$ cat config.mk
export PLATFORM = sky130hd
export DESIGN_NAME = cicd_mul
export DESIGN_NICKNAME = d
export VERILOG_FILES = /design/src/rtl/core/cicd_mul.sv
export SDC_FILE = /design/constraint.sdc
export NUM_CORES = 2
export LEC_CHECK = 0
export BUFFER_PORTS_ARGS = -buffer_cell sky130_fd_sc_hd__buf_4
export CAP_MARGIN = 10
export CORE_MARGIN = 2
export CORE_UTILIZATION = 40
export CTS_CLUSTER_DIAMETER = 80
export DETAILED_ROUTE_END_ITERATION = 12
export PLACE_DENSITY_LB_ADDON = 0.1
export SYNTH_ARGS = -nofsm -noshare
export SYNTH_HDL_FRONTEND = slang
export SYNTH_SLANG_ARGS = --single-unit
$ cat constraint.sdc
create_clock -name clk_i -period 14.88 [get_ports clk_i]
set_clock_uncertainty 0.1 [all_clocks]
set_input_delay 2.976 -clock clk_i [delete_from_list [all_inputs] [get_ports clk_i]]
set_output_delay 2.976 -clock clk_i [all_outputs]
set_load 0.02 [all_outputs]
$ cat src/rtl/core/cicd_mul.sv
`timescale 1ns / 1ps
module cicd_mul (
  input  logic               clk_i,
  input  logic signed [33:0] a_i,
  input  logic signed [33:0] b_i,
  output logic signed [67:0] p_o
);
  always_ff @(posedge clk_i) begin
    p_o <= a_i * b_i;
  end
endmodule

==> summary.txt <==
Outcome
  – Outcome: completed

Logic synthesis
  – Asr flop ratio synth: 0%
  – Synth warnings: 0
  – Syn Area/Cell: 9.45 µm²
  – Count of different cell masters after synthesis: 69
  – Seq cells post-synth: 68
  – EDFF count, synth: 0
  – Sequential area share after synthesis: 3.16%
  – Area leader, netlist: fa_1
  – Net Count, Synth: 6,068
  – Cell count after synthesis: 4,554
  – Main synth FF type: dfxtp_1
  – Area contributors post-synth: fa_1, inv_1, and2_1
  – Top cell type's share of synthesized area: 57.7%
  – Synth Cell Area: 43,000 µm²

Critical path
  – CP most frequent cell: fa_1
  – Worst Path Buf+Inv: 6
  – Startpoint Class: input pin
  – Critical-path cell list: buf_4 -> nand2_1 -> inv_1 -> fa_1 -> inv_1 -> fa_1 -> inv_1 -> fa_1 -> fa_1 -> fa_1 -> fa_1 -> fa_1 -> inv_1 -> fa_1 -> inv_1 -> ha_1 -> and2_1 -> nand2_1 -> o41ai_1 -> a31oi_4 -> o31ai_4 -> a221oi_2 -> xnor2_1
  – Worst EP required: 15,080 ps
  – Setup CP Type: input pin to flip-flop
  – Worst Setup End Kind: flip-flop
  – Crit path DAT: 11,320 ps
  – Delay-heaviest family, CP: adder cells
  – Crit-path slowest cell: fa_1
  – Critical-path maximum fanout: 34
  – Crit-path max cell delay: 1260 ps

Finish
  – Fill cells: 10,700
  – Max FFs per register: 68
  – Synth-to-Final Area Change: 5.14%
  – Nets: 5,993
  – Top reg by flops: p_o
  – Cell area after layout: 45,200 µm²
  – Layout cells sized above 1: 4.21%
  – Multi-input logic area: 36,100 µm²
  – Largest regs: p_o x68
  – Register area: 1360 µm²
  – Fin cells: 5,892

Die
  – Chip Height: 332 µm
  – DIE AREA: 110,000 µm²
  – Die Span X: 332 µm
  – Initial core utilization: 40.2%
  – Core footprint: 107,000 µm²
  – FP Rows: 120
  – Num ports: 137

Placement
  – Placement Cell Area: 44,900 µm²
  – Post-DP HPWL: 97,500 µm
  – GPL Wtd Cong: 0.860
  – Number of port buffers: 136
  – Placed insts: 5,871

Timing
  – Slew headroom: 26.6%
  – Total negative slack: 0 ps
  – Fin. max-slew vios: 0
  – Period utilisation layout: 74.7%
  – Count of final setup violators: 0
  – Fmax: 0.0899 GHz
  – Final hold vios: 0
  – Worst slew pin tran: 1100 ps
  – RSZ-0062 raised after global routing: no
  – Fin crit period: 11,120 ps

GRT
  – Vias in the first global route: 32,900
  – Pin count of the biggest net entering global routing: 35
  – Gr ovfl total: 0
  – Tot GR Track Use: 24.6%
  – First-pass GRT wire length: 204,000 µm
  – Initial antenna violation count: 8

CTS
  – Clock sink total: 68
  – Buffer type at the clock tree root: clkbuf_16
  – Post_cts resized: 0
  – Post-CTS Hold Fix Bufs: 0
  – Setup Buffers After CTS: 0
  – Reg clk slew, reported paths: 60 ps
  – Total CTS buffers: 9
  – CTS Buffer Depth: 2
  – Htree depth: 3
  – CTS tree: yes

Flow run
  – Maxcap violations: 0

Drt
  – Total number of vias: 29,400
  – DRT iter0 DRCs: 1,627
  – Antenna Nets Post-Route: 0
  – Final wirelength: 129,000 µm
  – Pre-antenna DRT Iters: 5
  – Vias per cell: 4.98
  – # DRC: 0
  – Routed wire per std cell: 21.8 µm

Min path
  – Hold WC Path Type: input pin to flip-flop
==> final cells by class <==
class	count	share of cell area [%]
clock inverter	5	0.0802
inverter	1232	10.2
antenna	5	0.0277
tap	1403	3.88
multi-input combinational	3026	79.9
clock buffer	11	0.537
sequential	68	3.01
timing repair buffer	142	2.36
==> path summary, 6_finish.rpt <==
path	slack [ps]	depth (start not counted)	end	start
max	3760	23	p_o[66]	b_i[7]
min	2950	2	p_o[0]	b_i[0]
==> logic make-up after synthesis <==
family | after synthesis | share of synthesized area, %
AO/OA/AOI/OAI | 206 | 3.35
flip-flops | 68 | 3.16
adder cells (fa/ha/maj) | 1445 | 63.7
AND/OR/NAND/NOR | 1296 | 15.4
buffers and inverters | 1460 | 12.8
XOR/XNOR | 79 | 1.61
==> Yosys cell counts, types with 3 or more instances <==
library cell / number
fa_1: 1241
inv_1: 1231
and2_1: 621
nand2_1: 542
clkbuf_1: 214
ha_1: 204
dfxtp_1: 68
a21oi_1: 61
xnor2_1: 56
nor2_1: 54
a21o_1: 37
o21ai_0: 31
xor2_1: 23
nand2b_1: 20
o21bai_1: 12
nand3_1: 11
nand4_1: 11
nor2b_1: 9
a31oi_1: 7
o21ai_1: 7
a211oi_1: 6
and3_1: 5
nor3_1: 5
buf_4: 4
o21a_1: 4
or2_2: 4
a221oi_1: 3
and3_2: 3
o211ai_1: 3
o41ai_1: 3
o41ai_2: 3
==> layer usage <==
layer  global-route usage, %  share of wire, %
met5                       0             0.010
met4                    5.33               2.1
met3                    3.12               5.4
met2                    41.1                49
met1                    34.5                44
==> cell usage in the layout, fill, tap and decap left out, types with 3 or more instances in the layout <==
cell	synthesis	routed
diode_2	0	5
inv_1	1231	1231
ha_1	204	204
nor2_1	54	54
nand3_1	11	11
nand2b_1	20	20
a221oi_1	3	3
and2_1	621	621
a31oi_1	7	7
and3_2	3	3
or2_2	4	4
o211ai_1	3	3
o21bai_1	12	12
a21oi_1	61	61
o21ai_1	7	7
o41ai_1	3	3
nor2b_1	9	9
clkbuf_16	0	9
clkinvlp_4	0	3
o41ai_2	3	3
nand4_1	11	11
xnor2_1	56	56
o21ai_0	31	31
dfxtp_1	68	68
xor2_1	23	23
a21o_1	37	37
and3_1	5	5
o21a_1	4	4
nor3_1	5	5
fa_1	1241	1241
buf_4	4	142
nand2_1	542	542
a211oi_1	6	6
==> stage by stage <==
step / setup slack, ps / hold WS, ps / util, %
after floorplan: 4310 / 3000 / -
after global placement: 3370 / 3290 / 42.0
after detailed placement: 3260 / 3290 / 42.0
after CTS: 3710 / 2950 / 42.3
after global routing: 3310 / 2950 / 42.3
final: 3760 / 2950 / 42.3
Power is not shown: default switching activity piles up to over one toggle a cycle in this logic, so the estimate is an artifact.
